--- config.mk ---
export PLATFORM = sky130hd
export DESIGN_NAME = fletcher_frame_deframer
export DESIGN_NICKNAME = d
export VERILOG_FILES = /design/src/hw/rtl/ffd_pkg.sv /design/src/hw/rtl/ffd_core.sv /design/src/hw/rtl/ffd_out_reg.sv /design/src/hw/rtl/fletcher_frame_deframer.sv
export SDC_FILE = /design/constraint.sdc
export NUM_CORES = 1
export LEC_CHECK = 0
export ABC_AREA = 1
export BUFFER_PORTS_ARGS = -buffer_cell sky130_fd_sc_hd__buf_2
export CAP_MARGIN = 20
export CORE_ASPECT_RATIO = 0.5
export CORE_MARGIN = 2
export CORE_UTILIZATION = 50
export DETAILED_ROUTE_END_ITERATION = 7
export PLACE_DENSITY = 0.69
export SLEW_MARGIN = 30
export SYNTH_ARGS = -nofsm -noshare
export SYNTH_HDL_FRONTEND = slang
export SYNTH_SLANG_ARGS = --single-unit
--- constraint.sdc ---
create_clock -name clock -period 10.1 [get_ports clock]
set_input_delay 1.515 -clock clock [delete_from_list [all_inputs] [get_ports clock]]
set_output_delay 1.515 -clock clock [all_outputs]
set_load 0.02 [all_outputs]
--- src/hw/rtl/ffd_pkg.sv ---
`timescale 1ns / 1ps

package ffd_pkg;

   // Frame layout: sync(3), spare(1), id(4), size(4), header check(4), payload check(4).
   localparam int HEADER_BYTES  = 20;
   localparam int CHECKED_BYTES = HEADER_BYTES - 8;
   localparam int STORE_DEPTH   = HEADER_BYTES - 4;
   localparam int STORE_IDX_W   = $clog2(STORE_DEPTH);

   localparam logic [7:0] SYNC_1 = 8'ha3;
   localparam logic [7:0] SYNC_2 = 8'hb2;
   localparam logic [7:0] SYNC_3 = 8'hc1;

   localparam logic [15:0] FL_INIT          = 16'hffff;
   localparam logic [15:0] SIZE_LIMIT_RESET = 16'd1024;

   localparam logic ITEM_PAYLOAD = 1'b0;
   localparam logic ITEM_VERDICT = 1'b1;

   localparam logic [1:0] STATUS_GOOD      = 2'd0;
   localparam logic [1:0] STATUS_BAD_HDR   = 2'd1;
   localparam logic [1:0] STATUS_BAD_CHECK = 2'd2;
   localparam logic [1:0] STATUS_TRUNC     = 2'd3;

   localparam int RSP_FIELDS_W = 8 + 32 + 16 + 2 + 32 + 32 + 32;
   localparam int RSP_DATA_W   = ((RSP_FIELDS_W + 7) / 8) * 8;

   typedef struct packed {
      logic        item_type;
      logic [7:0]  payload_byte;
      logic [31:0] message_id;
      logic [15:0] message_size;
      logic [1:0]  status;
      logic [31:0] good_frames;
      logic [31:0] bad_headers;
      logic [31:0] bad_payloads;
   } ffd_result_type;

   // One Fletcher-32 word step with end-around carry fold on both sums.
   // Returns {sum_high, sum_low}.
   function automatic logic [31:0] fl_update(input logic [15:0] s1,
                                             input logic [15:0] s2,
                                             input logic [15:0] w);
      logic [16:0] a1;
      logic [15:0] n1;
      logic [16:0] a2;
      logic [15:0] n2;
      a1 = {1'b0, s1} + {1'b0, w};
      n1 = a1[15:0] + {15'd0, a1[16]};
      a2 = {1'b0, s2} + {1'b0, n1};
      n2 = a2[15:0] + {15'd0, a2[16]};
      return {n2, n1};
   endfunction

   // Sums after the first sync word; the third sync byte waits as the odd byte.
   localparam logic [31:0] SYNC_SUMS = fl_update(FL_INIT, FL_INIT, {SYNC_2, SYNC_1});

endpackage

--- src/hw/rtl/ffd_core.sv ---
`timescale 1ns / 1ps

module ffd_core
   import ffd_pkg::*;
(
   input  logic           clock,
   input  logic           reset,
   input  logic           step,
   input  logic [7:0]     in_byte,
   input  logic           in_end,
   input  logic [15:0]    size_limit,
   output logic           res_valid,
   output ffd_result_type res
);

   localparam logic [2:0] PH_HUNT1   = 3'd0;
   localparam logic [2:0] PH_HUNT2   = 3'd1;
   localparam logic [2:0] PH_HUNT3   = 3'd2;
   localparam logic [2:0] PH_HEADER  = 3'd3;
   localparam logic [2:0] PH_PAYLOAD = 3'd4;

   logic [2:0]  phase_ff, phase_in;
   logic [15:0] pos_ff, pos_in;
   logic [15:0] s1_ff, s1_in;
   logic [15:0] s2_ff, s2_in;
   logic        odd_v_ff, odd_v_in;
   logic [7:0]  odd_b_ff, odd_b_in;
   logic [31:0] good_ff, good_in;
   logic [31:0] bad_hdr_ff, bad_hdr_in;
   logic [31:0] bad_chk_ff, bad_chk_in;
   logic [7:0]  store_ff [STORE_DEPTH];

   logic                   store_we;
   logic [STORE_IDX_W-1:0] store_idx;
   logic [15:0]            pos_next;
   logic [15:0]            word;
   logic [31:0]            upd;
   logic [31:0]            id_word, size_word, hcheck_word, pcheck_word;
   logic                   size_ok;

   assign pos_next    = pos_ff + 16'd1;
   assign word        = odd_v_ff ? {in_byte, odd_b_ff} : {8'd0, in_byte};
   assign upd         = fl_update(s1_ff, s2_ff, word);
   assign store_idx   = pos_ff[STORE_IDX_W-1:0] - STORE_IDX_W'(4);
   assign id_word     = {store_ff[3], store_ff[2], store_ff[1], store_ff[0]};
   assign size_word   = {store_ff[7], store_ff[6], store_ff[5], store_ff[4]};
   assign hcheck_word = {store_ff[11], store_ff[10], store_ff[9], store_ff[8]};
   assign pcheck_word = {store_ff[15], store_ff[14], store_ff[13], store_ff[12]};
   assign size_ok     = (size_word >= 32'(HEADER_BYTES)) && (size_word < {16'd0, size_limit});

   always_comb begin
      phase_in   = phase_ff;
      pos_in     = pos_ff;
      s1_in      = s1_ff;
      s2_in      = s2_ff;
      odd_v_in   = odd_v_ff;
      odd_b_in   = odd_b_ff;
      good_in    = good_ff;
      bad_hdr_in = bad_hdr_ff;
      bad_chk_in = bad_chk_ff;
      store_we   = 1'b0;
      res_valid  = 1'b0;
      res        = '0;

      unique case (phase_ff)
         PH_HEADER: begin
            if (pos_ff < 16'(CHECKED_BYTES)) begin
               if (odd_v_ff) begin
                  {s2_in, s1_in} = upd;
                  odd_v_in       = 1'b0;
               end else begin
                  odd_b_in = in_byte;
                  odd_v_in = 1'b1;
               end
            end
            store_we = (pos_ff >= 16'd4);
            pos_in   = pos_next;
            if (pos_next < 16'(HEADER_BYTES)) begin
               if (in_end) begin
                  phase_in   = PH_HUNT1;
                  res_valid  = 1'b1;
                  res.item_type = ITEM_VERDICT;
                  res.status = STATUS_TRUNC;
               end
            end else if (({s2_ff, s1_ff} != hcheck_word) || !size_ok) begin
               // The header check covers only the first twelve bytes, all summed by now.
               bad_hdr_in       = bad_hdr_ff + 32'd1;
               phase_in         = PH_HUNT1;
               res_valid        = 1'b1;
               res.item_type    = ITEM_VERDICT;
               res.message_id   = id_word;
               res.message_size = size_word[15:0];
               res.status       = STATUS_BAD_HDR;
            end else begin
               s1_in            = FL_INIT;
               s2_in            = FL_INIT;
               odd_v_in         = 1'b0;
               res.item_type    = ITEM_VERDICT;
               res.message_id   = id_word;
               res.message_size = size_word[15:0];
               if (size_word == 32'(HEADER_BYTES)) begin
                  // Empty payload: its check is the initial sums, and the top byte of the
                  // expected value is the byte arriving now.
                  phase_in  = PH_HUNT1;
                  res_valid = 1'b1;
                  if ({in_byte, pcheck_word[23:0]} == {FL_INIT, FL_INIT}) begin
                     good_in    = good_ff + 32'd1;
                     res.status = STATUS_GOOD;
                  end else begin
                     bad_chk_in = bad_chk_ff + 32'd1;
                     res.status = STATUS_BAD_CHECK;
                  end
               end else if (in_end) begin
                  phase_in   = PH_HUNT1;
                  res_valid  = 1'b1;
                  res.status = STATUS_TRUNC;
               end else begin
                  phase_in = PH_PAYLOAD;
               end
            end
         end

         PH_PAYLOAD: begin
            pos_in           = pos_next;
            res_valid        = 1'b1;
            res.payload_byte = in_byte;
            if (odd_v_ff) begin
               {s2_in, s1_in} = upd;
               odd_v_in       = 1'b0;
            end else begin
               odd_b_in = in_byte;
               odd_v_in = 1'b1;
            end
            if ({16'd0, pos_next} >= size_word) begin
               // Last byte: the padded final word is folded in the same step.
               phase_in         = PH_HUNT1;
               res.item_type    = ITEM_VERDICT;
               res.message_id   = id_word;
               res.message_size = size_word[15:0];
               if (upd == pcheck_word) begin
                  good_in    = good_ff + 32'd1;
                  res.status = STATUS_GOOD;
               end else begin
                  bad_chk_in = bad_chk_ff + 32'd1;
                  res.status = STATUS_BAD_CHECK;
               end
            end else if (in_end) begin
               phase_in         = PH_HUNT1;
               res.item_type    = ITEM_VERDICT;
               res.message_id   = id_word;
               res.message_size = size_word[15:0];
               res.status       = STATUS_TRUNC;
            end else begin
               res.item_type = ITEM_PAYLOAD;
            end
         end

         PH_HUNT1, PH_HUNT2, PH_HUNT3: begin
            if (phase_ff == PH_HUNT3 && in_byte == SYNC_3) begin
               {s2_in, s1_in} = SYNC_SUMS;
               odd_v_in       = 1'b1;
               odd_b_in       = SYNC_3;
               pos_in         = 16'd3;
               phase_in       = PH_HEADER;
               if (in_end) begin
                  phase_in      = PH_HUNT1;
                  res_valid     = 1'b1;
                  res.item_type = ITEM_VERDICT;
                  res.status    = STATUS_TRUNC;
               end
            end else begin
               // A first sync byte restarts the match, even mid-pattern, unless it ends a datagram.
               priority if (in_end)                                   phase_in = PH_HUNT1;
               else if (in_byte == SYNC_1)                            phase_in = PH_HUNT2;
               else if (phase_ff == PH_HUNT2 && in_byte == SYNC_2)   phase_in = PH_HUNT3;
               else                                                   phase_in = PH_HUNT1;
            end
         end

         default: begin
            phase_in = PH_HUNT1;
         end
      endcase

      res.good_frames  = good_in;
      res.bad_headers  = bad_hdr_in;
      res.bad_payloads = bad_chk_in;
      if (!step) begin
         res_valid = 1'b0;
      end
   end

   always_ff @(posedge clock) begin
      if (reset) begin
         phase_ff   <= PH_HUNT1;
         pos_ff     <= '0;
         s1_ff      <= FL_INIT;
         s2_ff      <= FL_INIT;
         odd_v_ff   <= 1'b0;
         good_ff    <= '0;
         bad_hdr_ff <= '0;
         bad_chk_ff <= '0;
      end else if (step) begin
         phase_ff   <= phase_in;
         pos_ff     <= pos_in;
         s1_ff      <= s1_in;
         s2_ff      <= s2_in;
         odd_v_ff   <= odd_v_in;
         good_ff    <= good_in;
         bad_hdr_ff <= bad_hdr_in;
         bad_chk_ff <= bad_chk_in;
      end
   end

   always_ff @(posedge clock) begin
      if (step) begin
         odd_b_ff <= odd_b_in;
      end
      if (step && store_we) begin
         store_ff[store_idx] <= in_byte;
      end
   end

endmodule

--- src/hw/rtl/ffd_out_reg.sv ---
`timescale 1ns / 1ps

module ffd_out_reg
   import ffd_pkg::*;
(
   input  logic           clock,
   input  logic           reset,
   input  logic           load,
   input  logic           load_valid,
   input  ffd_result_type load_item,
   input  logic           out_ready,
   output logic           space,
   output logic           out_valid,
   output ffd_result_type out_item
);

   logic           valid_ff, valid_in;
   ffd_result_type item_ff;

   // The slot frees in the same cycle that the consumer takes the held item.
   assign space = !valid_ff || out_ready;

   always_comb begin
      valid_in = valid_ff;
      if (load) begin
         valid_in = load_valid;
      end else if (out_ready) begin
         valid_in = 1'b0;
      end
   end

   always_ff @(posedge clock) begin
      if (reset) begin
         valid_ff <= 1'b0;
      end else begin
         valid_ff <= valid_in;
      end
   end

   always_ff @(posedge clock) begin
      if (load && load_valid) begin
         item_ff <= load_item;
      end
   end

   assign out_valid = valid_ff;
   assign out_item  = item_ff;

endmodule

--- src/hw/rtl/fletcher_frame_deframer.sv ---
`timescale 1ns / 1ps

// Sync-word deframer with Fletcher-32 checks. The block takes one datagram byte per item,
// hunts for the sync pattern A3 B2 C1, gathers the 20-byte little-endian header and accepts
// it only if the Fletcher-32 over its first twelve bytes matches the header check and the
// frame size is at least 20 and below the size limit register (reset 1024). Payload bytes
// then stream out one item each, and every frame closes with one verdict item (tuser high,
// tlast high) that carries the status, the three running counters and, once the header
// is complete, the id and size; that verdict takes the place of the last payload byte and
// carries it. Frames cut off by the end of a datagram give a truncated verdict and are not
// counted. Throughput is one byte per clock cycle sustained while the result side keeps
// up: a byte is held in an input register, from which the sync match, header capture and
// one Fletcher-32 word step run through a single stage into the result register, which
// offers the result. A result left waiting holds the following byte in the input register,
// and the input stalls once both registers are occupied. That one-word checksum step is the
// longest path in the block. The user must write the size limit over the csr port only
// while the block is idle; the block itself does not enforce this.

module fletcher_frame_deframer
   import ffd_pkg::*;
(
   input  logic                  clock,
   input  logic                  reset,
   // Input items.
   input  logic                  req_tvalid,
   output logic                  req_tready,
   input  logic [7:0]            req_tdata,   // data_byte
   input  logic                  req_tlast,   // datagram_end
   // Result items.
   output logic                  rsp_tvalid,
   input  logic                  rsp_tready,
   // From bit 0 up: payload_byte[7:0], message_id[39:8], message_size[55:40],
   // status[57:56], good_frames[89:58], bad_headers[121:90], bad_payloads[153:122],
   // zero fill[159:154].
   output logic [RSP_DATA_W-1:0] rsp_tdata,
   output logic                  rsp_tuser,   // item_type
   output logic                  rsp_tlast,   // frame_last
   // Size limit register write.
   input  logic                  csr_valid,
   output logic                  csr_ready,
   input  logic [15:0]           csr_data
);

   logic           in_valid_ff;
   logic [7:0]     in_byte_ff;
   logic           in_end_ff;
   logic [15:0]    size_limit_ff;
   logic           advance;
   logic           space;
   logic           res_valid;
   ffd_result_type res;
   ffd_result_type out_item;

   // The held byte moves on whenever the result register can take its outcome.
   assign advance    = in_valid_ff && space;
   assign req_tready = !in_valid_ff || advance;
   assign csr_ready  = 1'b1;

   always_ff @(posedge clock) begin
      if (reset) begin
         in_valid_ff   <= 1'b0;
         size_limit_ff <= SIZE_LIMIT_RESET;
      end else begin
         if (req_tready) begin
            in_valid_ff <= req_tvalid;
         end
         if (csr_valid) begin
            size_limit_ff <= csr_data;
         end
      end
   end

   always_ff @(posedge clock) begin
      if (req_tvalid && req_tready) begin
         in_byte_ff <= req_tdata;
         in_end_ff  <= req_tlast;
      end
   end

   ffd_core u_core (
      .clock      (clock),
      .reset      (reset),
      .step       (advance),
      .in_byte    (in_byte_ff),
      .in_end     (in_end_ff),
      .size_limit (size_limit_ff),
      .res_valid  (res_valid),
      .res        (res)
   );

   ffd_out_reg u_out_reg (
      .clock      (clock),
      .reset      (reset),
      .load       (advance),
      .load_valid (res_valid),
      .load_item  (res),
      .out_ready  (rsp_tready),
      .space      (space),
      .out_valid  (rsp_tvalid),
      .out_item   (out_item)
   );

   assign rsp_tuser = out_item.item_type;
   assign rsp_tlast = out_item.item_type;
   assign rsp_tdata = {(RSP_DATA_W - RSP_FIELDS_W)'(0),
                       out_item.bad_payloads,
                       out_item.bad_headers,
                       out_item.good_frames,
                       out_item.status,
                       out_item.message_size,
                       out_item.message_id,
                       out_item.payload_byte};

endmodule

### Word-level counts from Yosys, hierarchy flattened

Memories as Yosys holds them, arrays and structs flattened.
Index checks and enable logic that the tools add are counted.

| cells by class | value |
|---|---|
| add/subtract/negate cells | 9 |
| $lt $le $gt $ge | 6 |
| eq/ne operators | 13 |
| mux-type cells | 80 |
| reduce and logical (&&, ||, !) cells | 22 |

Operators by type and width:

| kind | number |
|---|---|
| $mux W32 | 15 |
| $mux W16 | 11 |
| $pmux W32 S2 | 2 |
| $mux W50 | 2 |
| $add A32 B1 Y32 const B | 3 |
| $pmux W16 S3 | 2 |
| $pmux W48 S2 | 1 |
| $mux W48 | 1 |
| $add A16 B16 Y17 | 2 |
| $add A16 B1 Y16 | 2 |
| $eq A32 B32 Y1 | 1 |
| $eq A32 B32 Y1 const B | 1 |
| $eq A32 B5 Y1 const B | 1 |
| $ge A16 B32 Y1 | 1 |
| $ge A32 B5 Y1 const B | 1 |
| $lt A32 B16 Y1 | 1 |
| $ne A32 B32 Y1 | 1 |
| $pmux W16 S2 | 1 |
| $eq A8 B8 Y1 const B | 3 |
| $mux W3 | 8 |
| $mux W8 | 3 |
| $pmux W8 S3 | 1 |
| $mux W2 | 10 |
| $mux W1 | 18 |
| 22 further kinds | 38 |

| storage, ports and cells | value |
|---|---|
| register bits | 338 |
| RAM bits | 128 |
| output and inout bits | 165 |
| memories kept | 1 |

Memory list:

| memory | depth | width | rd ports | clocked after memory_dff | wr ports | line | text |
|---|---|---|---|---|---|---|---|
| u_core.store_ff | 16 | 8 | 16 | 0 | 1 | ffd_core.sv:31 | `logic [7:0] store_ff [STORE_DEPTH];` |

### Logic depth before layout (Yosys ltp)

Gate-level depths: netlist of the first run.

| logic depth | value |
|---|---|
| word-level depth | 10 |
| depth in mapped cells | 64 |
| depth with buffers taken out | 62 |

### Hierarchy

From an unflattened synthesis of the first run, not the netlist that was laid out.

| unflattened totals | value |
|---|---|
| cells, all modules | 3490 |
| area, all modules | 26890.8 um^2 |

By module, submodules not included:

| module | instances | cells an instance | area an instance (um^2) | sequential area each (um^2) |
|---|---|---|---|---|
| ffd_core | 1 | 3231 | 21246.6 | 7046.8 |
| ffd_out_reg | 1 | 163 | 4705.8 | 4674.5 |
| fletcher_frame_deframer | 1 | 96 | 938.4 | 610.6 |

### Worst setup path after synthesis of the first run

No wires, ideal clock.

| path | value |
|---|---|
| kind | flip-flop to flip-flop |
| start point | register u_core.odd_v_ff |
| end point | register u_out_reg.item_ff (netlist bit u_out_reg.out_item[1]), data pin |
| library setup time | 0.259 ns |
| arrival time | 6.744 ns |
| setup slack | 3.097 ns |
| stages on the path, launching flop included | 60 |
| path buffers | 5 |
| period minus slack after synthesis | 7.003 ns |
| cells stage by stage | dfxtp_1 -> clkbuf_1 -> clkbuf_1 -> clkbuf_1 -> o21ai_0 -> inv_1 -> ha_1 -> nand2_1 -> nand2_1 -> a21oi_1 -> nor2_1 -> nor2_1 -> nand2_1 -> nand2_1 -> inv_1 -> nor2_1 -> o21bai_1 -> ha_1 -> [... 24 more ...] -> nor2_1 -> nand3_1 -> nor2_1 -> nand2_1 -> nor2_1 -> nand3_1 -> nor2_1 -> nand2_1 -> nor2_1 -> nand3_1 -> nor2_4 -> nand2_4 -> nand2_2 -> buf_6 -> buf_12 -> nand2_2 -> nand3_2 -> nand2_1 |

RTL lines:

| what | line | text |
|---|---|---|
| start, declared | ffd_core.sv:26 | `logic odd_v_ff, odd_v_in;` |
| start signal, assigned | ffd_core.sv:208 | `odd_v_ff <= odd_v_in;` |
| end signal, assigned | ffd_out_reg.sv:42 | `item_ff <= load_item;` |
| end, declared | ffd_out_reg.sv:18 | `ffd_result_type item_ff;` |

### Worst setup path in the final report of the first run

| path | value |
|---|---|
| start point | register u_core.odd_v_ff |
| end point | register u_core.bad_chk_ff[23] |

| between the ends | value |
|---|---|
| cells in the longest elaborated chain, start to end | 9 |

Ends and longest elaborated chain:

| what | line | text |
|---|---|---|
| $mux W16 * | ffd_core.sv:42 | `assign word = odd_v_ff ? {in_byte, odd_b_ff} : {8'd0, in_byte};` |
| net u_core.word[0] | ffd_core.sv:36 | `logic [15:0] word;` |
| $add A16 B16 Y17 * | ffd_pkg.sv:49 | `a1 = {1'b0, s1} + {1'b0, w};` |
| $add A16 B1 Y16 * | ffd_pkg.sv:50 | `n1 = a1[15:0] + {15'd0, a1[16]};` |
| $add A16 B16 Y17 | ffd_pkg.sv:51 | `a2 = {1'b0, s2} + {1'b0, n1};` |
| $add A16 B1 Y16 | ffd_pkg.sv:52 | `n2 = a2[15:0] + {15'd0, a2[16]};` |
| $eq A32 B32 Y1 * | ffd_core.sv:140 | `if (upd == pcheck_word) begin` |
| $mux W32 * | ffd_core.sv:140 |  |
| $mux W32 * | ffd_core.sv:134 | `if ({16'd0, pos_next} >= size_word) begin` |
| $pmux W32 S2 * | ffd_core.sv:65 | `unique case (phase_ff)` |
| end signal, assigned | ffd_core.sv:211 | `bad_chk_ff <= bad_chk_in;` |
| end, declared | ffd_core.sv:30 | `logic [31:0] bad_chk_ff, bad_chk_in;` |

Mark *: on every way through the listed nets, which the timed path passes. The rest lies on a longest branch.
A chain may end at the register's enable or synchronous reset.

==> summary.json, run 1 <==
{
  "outcome": "finished clean",
  "first_global_vias": 25000,
  "postLayoutCellArea_mm2": 0.0316,
  "place.detailed.instances": 4750,
  "worst_hold_path_type": "reg -> reg",
  "yosys.cell_types.count": 50,
  "rsz0062_at_grt": "false",
  "worst-endpoint-required_ns": 10.58,
  "synth.avg_cell_area_um2": 7.30,
  "number_of_warnings_issued_by_yosys": 0,
  "final.setup.worst_slack_ns": 1.17,
  "timing.critical_path.from_type": "flip-flop",
  "grt_pass1_wl_um": 136000,
  "place_hpwl_um": 58800,
  "post_dp_cell_area_mm2": 0.0301,
  "synth_enable_flop_cells": 300,
  "globalRouteOverflowTotal": 0,
  "cts_made_buffers": 45,
  "design.core.area_mm2": 0.0560,
  "synthCells": 3912,
  "clock-root-buffer": "sky130_fd_sc_hd__clkbuf_16",
  "power.total_w": 0.00447,
  "slew_headroom": 0.284,
  "crit_path_top_delay_cell": "sky130_fd_sc_hd__nand2_2",
  "cts_htree_levels": 2,
  "ir_worst_vdd_mv": 0.102,
  "horizontal_die_dimension_um": 342,
  "top_level_ports": 195,
  "placementRows": 61,
  "n_antenna_cell": 0,
  "antenna_found_initial": 0,
  "placement.io_buffers": 187,
  "fp.dieH_um": 173,
  "max_stage_delay_ns": 0.73,
  "drt_iter0_drc": 2683,
  "final.setup.tns_ns": 0,
  "final_max_slew_violation_count": 0,
  "route.vias.total": 26500,
  "clock_insertion_delay_worst_skew_ns": 0.60,
  "synth_seq_area_share": 0.432,
  "max-clock-path-buffers": 3,
  "area_delta_synth_final_pct": 10.6,
  "post_synth_instance_area_mm2": 0.0286,
  "cap_viol_max_count": 0,
  "yosys_register_bits": 466,
  "period_needed_ns": 8.93,
  "post-cts-setup-buffers": 0,
  "place_congestion": 0.957,
  "floorplan.initialDensity": 0.510,
  "avgRoutedWirePerCell_um": 17.7,
  "die_area_mm2": 0.0591,
  "setup-violations-final": 0,
  "leakage_nw": 15.1,
  "grt_max_degree": 87,
  "drc": 0,
  "drt.antenna.violating_nets": 0,
  "layoutNonFillerInstCount": 4833,
  "vias_per_cell": 5.48,
  "cts_hold_buf": 0,
  "critical_path.most_common_cell": "sky130_fd_sc_hd__nand2_1",
  "worst_clock_skew_ns": 0.0301,
  "clock.fmax_mhz": 112,
  "num-fill-cells": 5310,
  "clkSinkCount": 466,
  "postCtsResizedCells": 0,
  "setup_ws_pre_cts_ns": 1.39,
  "worstPathMaxFanout": 41,
  "final_nets": 4149,
  "drive_above_1_share": 0.104,
  "drt_pre_antenna_iters": 8,
  "worst_pin_slew_ns": 1.07,
  "final_hold_violations": 0,
  "worst_setup_path_end_kind": "flip-flop",
  "routed_wl_um": 85600,
  "pwr_density_cell_mw_per_mm2": 142,
  "final_min_period_over_clock_period": 0.884,
  "dominantRegCellSynth": "sky130_fd_sc_hd__edfxtp_1",
  "grt_usage": 0.286,
  "timing.critical_path.arrival_ns": 9.40,
  "cts_tree": "done",
  "clk_pin_slew_ns": 0.07,
  "async_set_or_reset_register_ratio_after_synthesis": 0,
  "worstSetupPathType": "reg -> reg"
}
-- layout by cell type, fill, tap and decap left out, types with 24 or more instances in the layout --
cell / netlist / layout
sky130_fd_sc_hd__a21oi_1: 201 / 201
sky130_fd_sc_hd__buf_2: 28 / 186
sky130_fd_sc_hd__dfxtp_1: 166 / 166
sky130_fd_sc_hd__o211ai_1: 24 / 24
sky130_fd_sc_hd__nand4_1: 66 / 66
sky130_fd_sc_hd__nand2_1: 1085 / 1084
sky130_fd_sc_hd__nor4_1: 31 / 30
sky130_fd_sc_hd__clkbuf_16: 0 / 45
sky130_fd_sc_hd__nor3_1: 45 / 45
sky130_fd_sc_hd__nand2_2: 43 / 43
sky130_fd_sc_hd__nand3_1: 390 / 390
sky130_fd_sc_hd__ha_1: 76 / 76
sky130_fd_sc_hd__inv_1: 617 / 614
sky130_fd_sc_hd__o21ai_0: 180 / 180
sky130_fd_sc_hd__buf_4: 14 / 29
sky130_fd_sc_hd__xor2_1: 94 / 94
sky130_fd_sc_hd__edfxtp_1: 300 / 300
sky130_fd_sc_hd__nor2_1: 300 / 294
-- path summary, 6_finish.rpt --
kind	startpoint	to	slack (ns)	cells past startpoint
max	u_core.odd_v_ff	u_core.bad_chk_ff[23]	1.17	58
min	size_limit_ff[11]	size_limit_ff[11]	0.47	2
max reg2reg	u_core.odd_v_ff	u_core.bad_chk_ff[23]	1.17	58
min reg2reg	size_limit_ff[11]	size_limit_ff[11]	0.47	2
-- sequential cells by signal, summed over array words and instances (netlist names) --
register,cells
u_core.odd_v_ff,1
u_out_reg.out_item,155
u_core.s2_ff,16
u_core.store_ff,128
in_byte_ff,8
u_core.bad_hdr_ff,32
in_end_ff,1
size_limit_ff,16
u_core.odd_b_ff,8
u_core.s1_ff,16
u_out_reg.out_valid,1
u_core.phase_ff,3
u_core.good_ff,32
u_core.bad_chk_ff,32
u_core.pos_ff,16
in_valid_ff,1
-- area by class of cell --
cell class	instances	area (µm²)	share of cell area
multi-input combinational	2672	13200	0.420
sequential	466	12300	0.391
inverter	639	2400	0.0761
clock buffer	66	1280	0.0407
timing repair buffer	217	1170	0.0371
tap	756	946	0.0300
clock inverter	17	190	0.00602
-- power by group --
group          switching [W]  total (W)  internal (W)  leakage (nW)
clock network       0.000780    0.00172      0.000944         0.706
logic               0.000469   0.000663      0.000194          10.2
registers          0.0000310    0.00209       0.00206          4.24
-- per-layer routing --
metal	GRT usage	vias to the layer above	wire length [µm]
met3	0.0589	154	8070
li1	-	12900	-
met2	0.446	1176	37500
met4	0.0875	0	2270
met5	0	-	0
met1	0.398	12300	37800
-- logic make-up after synthesis --
| family | after synthesis | synth area share |
|---|---|---|
| compound gates | 447 | 0.0842 |
| xor+xnor | 102 | 0.0313 |
| fa+ha+maj | 78 | 0.0347 |
| buf+inv | 779 | 0.106 |
| flops | 466 | 0.432 |
| other cells | 2 | 0.000263 |
| simple gates | 2038 | 0.311 |
-- stage by stage --
| stage | hold WS [ns] | util |
|---|---|---|
| floorplan | 0.435 | - |
| detailed placement | 0.463 | 0.537 |
| global placement | 0.452 | 0.537 |
| global route | 0.498 | 0.564 |
| finish | 0.473 | 0.564 |
| CTS | 0.472 | 0.563 |
-- synth_stat cells, drive strengths merged (20+ instances only) --
library cell	number	area, µm²
edfxtp	300	9010
nand4	66	413
clkbuf	89	334
nor3	45	225
nor2	322	1310
inv	636	2390
o21ai	187	936
xor2	94	823
nand2	1129	4350
nand3	411	2170
dfxtp	166	3320
ha	76	951
o211ai	24	180
or2	20	125
a21oi	203	1020
nor4	31	194
buf	51	303
-- worst max-delay path, delay by kind of cell (launching register included) --
| family | cells | cell delay, ns |
|---|---|---|
| and+or+nand+nor | 39 | 5.35 |
| DFF | 1 | 0.32 |
| buffers and inverters | 8 | 0.91 |
| adders and majority gates | 7 | 1.62 |
| AOI/OAI and AO/OA | 4 | 0.62 |
Power figures use the tool's default switching activity.
==> run 2: changes to the inputs <==
--- a/config.mk
+++ b/config.mk
@@ -16,4 +16,6 @@
 export SLEW_MARGIN = 30
 export SYNTH_ARGS = -nofsm -noshare
 export SYNTH_HDL_FRONTEND = slang
+export SYNTH_HIERARCHICAL = 1
 export SYNTH_SLANG_ARGS = --single-unit
+export TNS_END_PERCENT = 1
==> run 2 against run 1 <==
Against the previous run: register-to-register slack better by 0.28 ns; final cell count shrank 9.3%; final area is 5.6% lower; critical path type unchanged; highest routed layer unchanged.
==> summary.json, run 2 <==
{
  "route.vias.total": {"value": 24100, "change": "-9.0%"},
  "critical_path.n_buffers_inverters": {"value": 8, "change": "unchanged"},
  "reg2regPathDepth": {"value": 60, "change": "+3.4%"},
  "n_antenna_cell": {"value": 0, "change": "unchanged"},
  "max_stage_delay": {"value": 0.57, "unit": "ns", "change": "-0.16 ns"},
  "dominantRegCellSynth": "sky130_fd_sc_hd__edfxtp_1",
  "worst_setup_path_end_kind": "flip-flop",
  "final_max_slew_violation_count": {"value": 0, "change": "unchanged"},
  "reg2reg_from": "u_core/odd_v_ff",
  "origin_of_the_worst_min_delay_path": "size_limit_ff[10]",
  "floorplan.initialDensity": {"value": 0.503, "change": "-0.00658"},
  "place_hpwl": {"value": 56000, "unit": "µm", "change": "-4.6%"},
  "timing.critical_path.from_type": "flip-flop",
  "power.net_switching": {"value": 0.00116, "unit": "W", "change": "-9.2%"},
  "yosys.cell_types.count": {"value": 58, "change": "+16%"},
  "grt_usage": {"value": 0.274, "change": "-0.0112"},
  "cap_viol_max_count": {"value": 0, "change": "unchanged"},
  "horizontal_die_dimension": {"value": 332, "unit": "µm", "change": "-2.9%"},
  "final_nets": {"value": 3743, "change": "-9.8%"},
  "final.setup.tns": {"value": 0, "unit": "ns", "change": "unchanged"},
  "power.share.combinational": {"value": 0.129, "change": "-0.019"},
  "synth.top_cells.by_area": "sky130_fd_sc_hd__edfxtp_1, sky130_fd_sc_hd__dfxtp_1, sky130_fd_sc_hd__nand2_1",
  "fp.dieH": {"value": 168, "unit": "µm", "change": "-2.9%"},
  "post_synth_instance_area": {"value": 0.0269, "unit": "mm²", "change": "-5.8%"},
  "cts_tree": "done",
  "worst_hold_path_type": "reg -> reg",
  "synth_most_common_cell": "sky130_fd_sc_hd__nand2_1",
  "hold-path-endpoint": "size_limit_ff[10]",
  "worst_path_dominant_cell_family": "simple AND/OR/NAND/NOR gates",
  "leakage": {"value": 14.1, "unit": "nW", "change": "-6.9%"},
  "timing.critical_path.arrival": {"value": 9.11, "unit": "ns", "change": "-0.29 ns"},
  "synthDominantAreaCellType": "sky130_fd_sc_hd__edfxtp_1",
  "worst-path-stages": {"value": 60, "change": "+3.4%"},
  "utilization": {"value": 0.558, "change": "-0.00574"},
  "cts_made_buffers": {"value": 43, "change": "-4.4%"},
  "groute.layer.met1.usage": {"value": 0.394, "change": "-0.00453"},
  "grt_max_degree": {"value": 102, "change": "+17%"},
  "gr-usage-met3": {"value": 0.0378, "change": "-0.0211"},
  "mostFrequentLayoutCells": "sky130_fd_sc_hd__nand2_1, sky130_fd_sc_hd__inv_1, sky130_fd_sc_hd__nand3_1, sky130_fd_sc_hd__nor2_1, sky130_fd_sc_hd__edfxtp_1",
  "area_delta_synth_final_pct": 10.9,
  "max-clock-path-buffers": {"value": 3, "change": "unchanged"},
  "drive_above_1_share": {"value": 0.110, "change": "+0.00557"},
  "place.detailed.instances": {"value": 4302, "change": "-9.4%"},
  "yosys-top-cells-count": "sky130_fd_sc_hd__nand2_1, sky130_fd_sc_hd__inv_1, sky130_fd_sc_hd__nand3_1",
  "die_area": {"value": 0.0558, "unit": "mm²", "change": "-5.7%"},
  "worstPathMaxFanout": {"value": 34, "change": "-17%"},
  "netSwitchingFraction": {"value": 0.267, "change": "-0.0187"},
  "yosys_register_bits": {"value": 466, "change": "unchanged"},
  "grt_pass1_wl": {"value": 122000, "unit": "µm", "change": "-10%"},
  "clock.fmax": {"value": 116, "unit": "MHz", "change": "+3.2%"},
  "globalRouteOverflowTotal": {"value": 0, "change": "unchanged"},
  "top_level_ports": {"value": 195, "change": "unchanged"},
  "post-cts-setup-buffers": {"value": 0, "change": "unchanged"},
  "worst_pin_slew": {"value": 1.02, "unit": "ns", "change": "-0.0493 ns"},
  "largest_register_ff_count": {"value": 155, "change": "unchanged"},
  "hold_ws": {"value": 0.469, "unit": "ns", "change": "-0.00429 ns"},
  "avgRoutedWirePerCell": {"value": 18.0, "unit": "µm", "change": "+1.4%"},
  "drc": {"value": 0, "change": "unchanged"},
  "rsz0062_at_grt": "false",
  "final_hold_violations": {"value": 0, "change": "unchanged"},
  "critical_path.most_common_cell": "sky130_fd_sc_hd__nand2_1",
  "synth.avg_cell_area": {"value": 7.71, "unit": "µm²", "change": "+5.6%"},
  "cts_htree_levels": {"value": 2, "change": "unchanged"},
  "power_frac_clock": {"value": 0.390, "change": "+0.005"},
  "reg2reg_to": "u_core/bad_chk_ff[20]",
  "drt_iter0_drc": {"value": 2701, "change": "+0.67%"},
  "synthCells": {"value": 3490, "change": "-11%"},
  "setup-violations-final": {"value": 0, "change": "unchanged"},
  "ir_worst_vdd": {"value": 0.106, "unit": "mV", "change": "+4.1%"},
  "placementRows": {"value": 60, "change": "-1.6%"},
  "placement.io_buffers": {"value": 187, "change": "unchanged"},
  "design.core.area": {"value": 0.0535, "unit": "mm²", "change": "-4.6%"},
  "top_usage_layer_grt": "met2",
  "ff2ff_setup_slack": {"value": 1.45, "unit": "ns", "change": "+0.28 ns"},
  "vias_per_cell": {"value": 5.50, "change": "+0.33%"},
  "pwr_density_cell": {"value": 146, "unit": "mW/mm²", "change": "+2.8%"},
  "worst_hold_path.num_cells": {"value": 2, "change": "unchanged"},
  "worst_clock_skew": {"value": 0.0151, "unit": "ns", "change": "-0.0150 ns"},
  "grt.met2_usage": {"value": 0.434, "change": "-0.0121"},
  "crit_path_top_delay_cell": "sky130_fd_sc_hd__inv_1",
  "worst-endpoint-required": {"value": 10.56, "unit": "ns", "change": "-0.02 ns"},
  "drt.antenna.violating_nets": {"value": 0, "change": "unchanged"},
  "clk_pin_slew": {"value": 0.07, "unit": "ns", "change": "about the same"},
  "synth_enable_flop_cells": {"value": 300, "change": "unchanged"},
  "clkSinkCount": {"value": 466, "change": "unchanged"},
  "async_set_or_reset_register_ratio_after_synthesis": {"value": 0, "change": "unchanged"},
  "layoutNonFillerInstCount": {"value": 4382, "change": "-9.3%"},
  "outcome": "finished clean",
  "slew_headroom": {"value": 0.315, "change": "+0.0311"},
  "worstSetupPathType": "reg -> reg",
  "synth_seq_area_share": {"value": 0.459, "change": "+0.0267"},
  "power_report.internal_total": {"value": 0.00318, "unit": "W", "change": "-0.35%"},
  "antenna_found_initial": {"value": 1, "change": "+1"},
  "clock_insertion_delay_worst_skew": {"value": 0.57, "unit": "ns", "change": "-0.03 ns"},
  "final_common_cell": "sky130_fd_sc_hd__nand2_1",
  "netlist.area_leader.share": {"value": 0.335, "change": "+0.0195"},
  "period_needed": {"value": 8.65, "unit": "ns", "change": "-0.280 ns"},
  "routed_wl": {"value": 78700, "unit": "µm", "change": "-8.1%"},
  "cts_hold_buf": {"value": 0, "change": "unchanged"},
  "postCtsResizedCells": {"value": 0, "change": "unchanged"},
  "drt_pre_antenna_iters": {"value": 6, "change": "-2"},
  "place_congestion": {"value": 1.01, "change": "+5.9%"},
  "final_min_period_over_clock_period": {"value": 0.856, "change": "-0.0277"},
  "first_global_vias": {"value": 21900, "change": "-12%"},
  "clock-root-buffer": "sky130_fd_sc_hd__clkbuf_16",
  "number_of_warnings_issued_by_yosys": {"value": 6, "change": "+6"},
  "p_seq_frac": {"value": 0.482, "change": "+0.015"}
}
==> run 2: changes by cell type after synthesis, sizes merged, moves of 5 or more <==
cell | before | now
nand2 | 1129 | 852
inv | 636 | 569
nand3 | 411 | 373
a21oi | 203 | 171
nor4 | 31 | 17
buf | 51 | 40
xor2 | 94 | 85
a221oi | 0 | 7
clkbuf | 89 | 82
o2111ai | 2 | 8
o21bai | 3 | 9
o221ai | 8 | 13
==> run 2: worst max-delay path by stage <==
| stage | slack [ns] | startpoint | to |
|---|---|---|---|
| 4_1_cts | 1.60 | u_core/odd_v_ff | u_core/bad_chk_ff[20] |
| 3_3_place_gp | 1.82 | u_core/odd_v_ff | u_core/bad_chk_ff[0] |
| 5_1_grt | 0.49 | u_core/odd_v_ff | u_core/bad_chk_ff[20] |
| 2_1_floorplan | 2.86 | u_core/odd_v_ff | u_out_reg/out_item[92] |
| 3_5_place_dp | 1.66 | u_core/odd_v_ff | u_core/bad_chk_ff[0] |
| 6_report | 1.45 | u_core/odd_v_ff | u_core/bad_chk_ff[20] |
==> run 2: layout make-up <==
| cell class | instances | area [µm²] |
|---|---|---|
| clock inverters | 16 | 218 |
| multi-input cells | 2334 | 11900 |
| fillers | 4997 | 23600 |
| repair buffers | 216 | 1160 |
| inverters | 573 | 2160 |
| clock buffers | 64 | 1210 |
| well taps | 713 | 892 |
| flip-flops and latches | 466 | 12300 |
==> run 2: cell families (layout without fill, tap and decap cells) <==
| logic type | Yosys count | count (layout) | share of synthesized area |
|---|---|---|---|
| adders and majority gates | 79 | 79 | 0.0373 |
| AOI/OAI and AO/OA | 443 | 443 | 0.0920 |
| other | 2 | 7 | 0.000279 |
| and+or+nand+nor | 1711 | 1711 | 0.279 |
| DFF | 466 | 466 | 0.459 |
| xor gates and xnor gates | 94 | 94 | 0.0306 |
| buffers and inverters | 695 | 869 | 0.102 |
==> run 2: stage by stage <==
step	area [µm²]	power, W	setup WS (ns)
floorplan	26900	0.00252	2.86
global placement	28400	0.00267	1.82
detailed placement	28400	0.00268	1.66
CTS	29800	0.00436	1.60
global route	29800	0.00452	0.490
finish	29800	0.00434	1.45
==> run 2: layer usage <==
layer | share of wire | vias to the layer above
met3 | 0.085 | 157
li1 | - | 11700
met2 | 0.45 | 947
met4 | 0.028 | 0
met1 | 0.44 | 11300
met5 | 0 | -
==> run 2: power by group through the flow <==
| stage | sequential (W) | clock [W] | combinational [W] |
|---|---|---|---|
| finish | 0.00209 | 0.00169 | 0.000560 |
| global route | 0.00210 | 0.00179 | 0.000630 |
| CTS | 0.00209 | 0.00172 | 0.000551 |
| detailed placement | 0.00213 | 0 | 0.000548 |
| global placement | 0.00213 | 0 | 0.000540 |
| floorplan | 0.00213 | 0 | 0.000398 |
==> run 2: tightest hold or removal path, delay by kind of cell, from the launching register on <==
kind	cells	cell delay (ns)
simple gates	2	0.10
flops	1	0.34
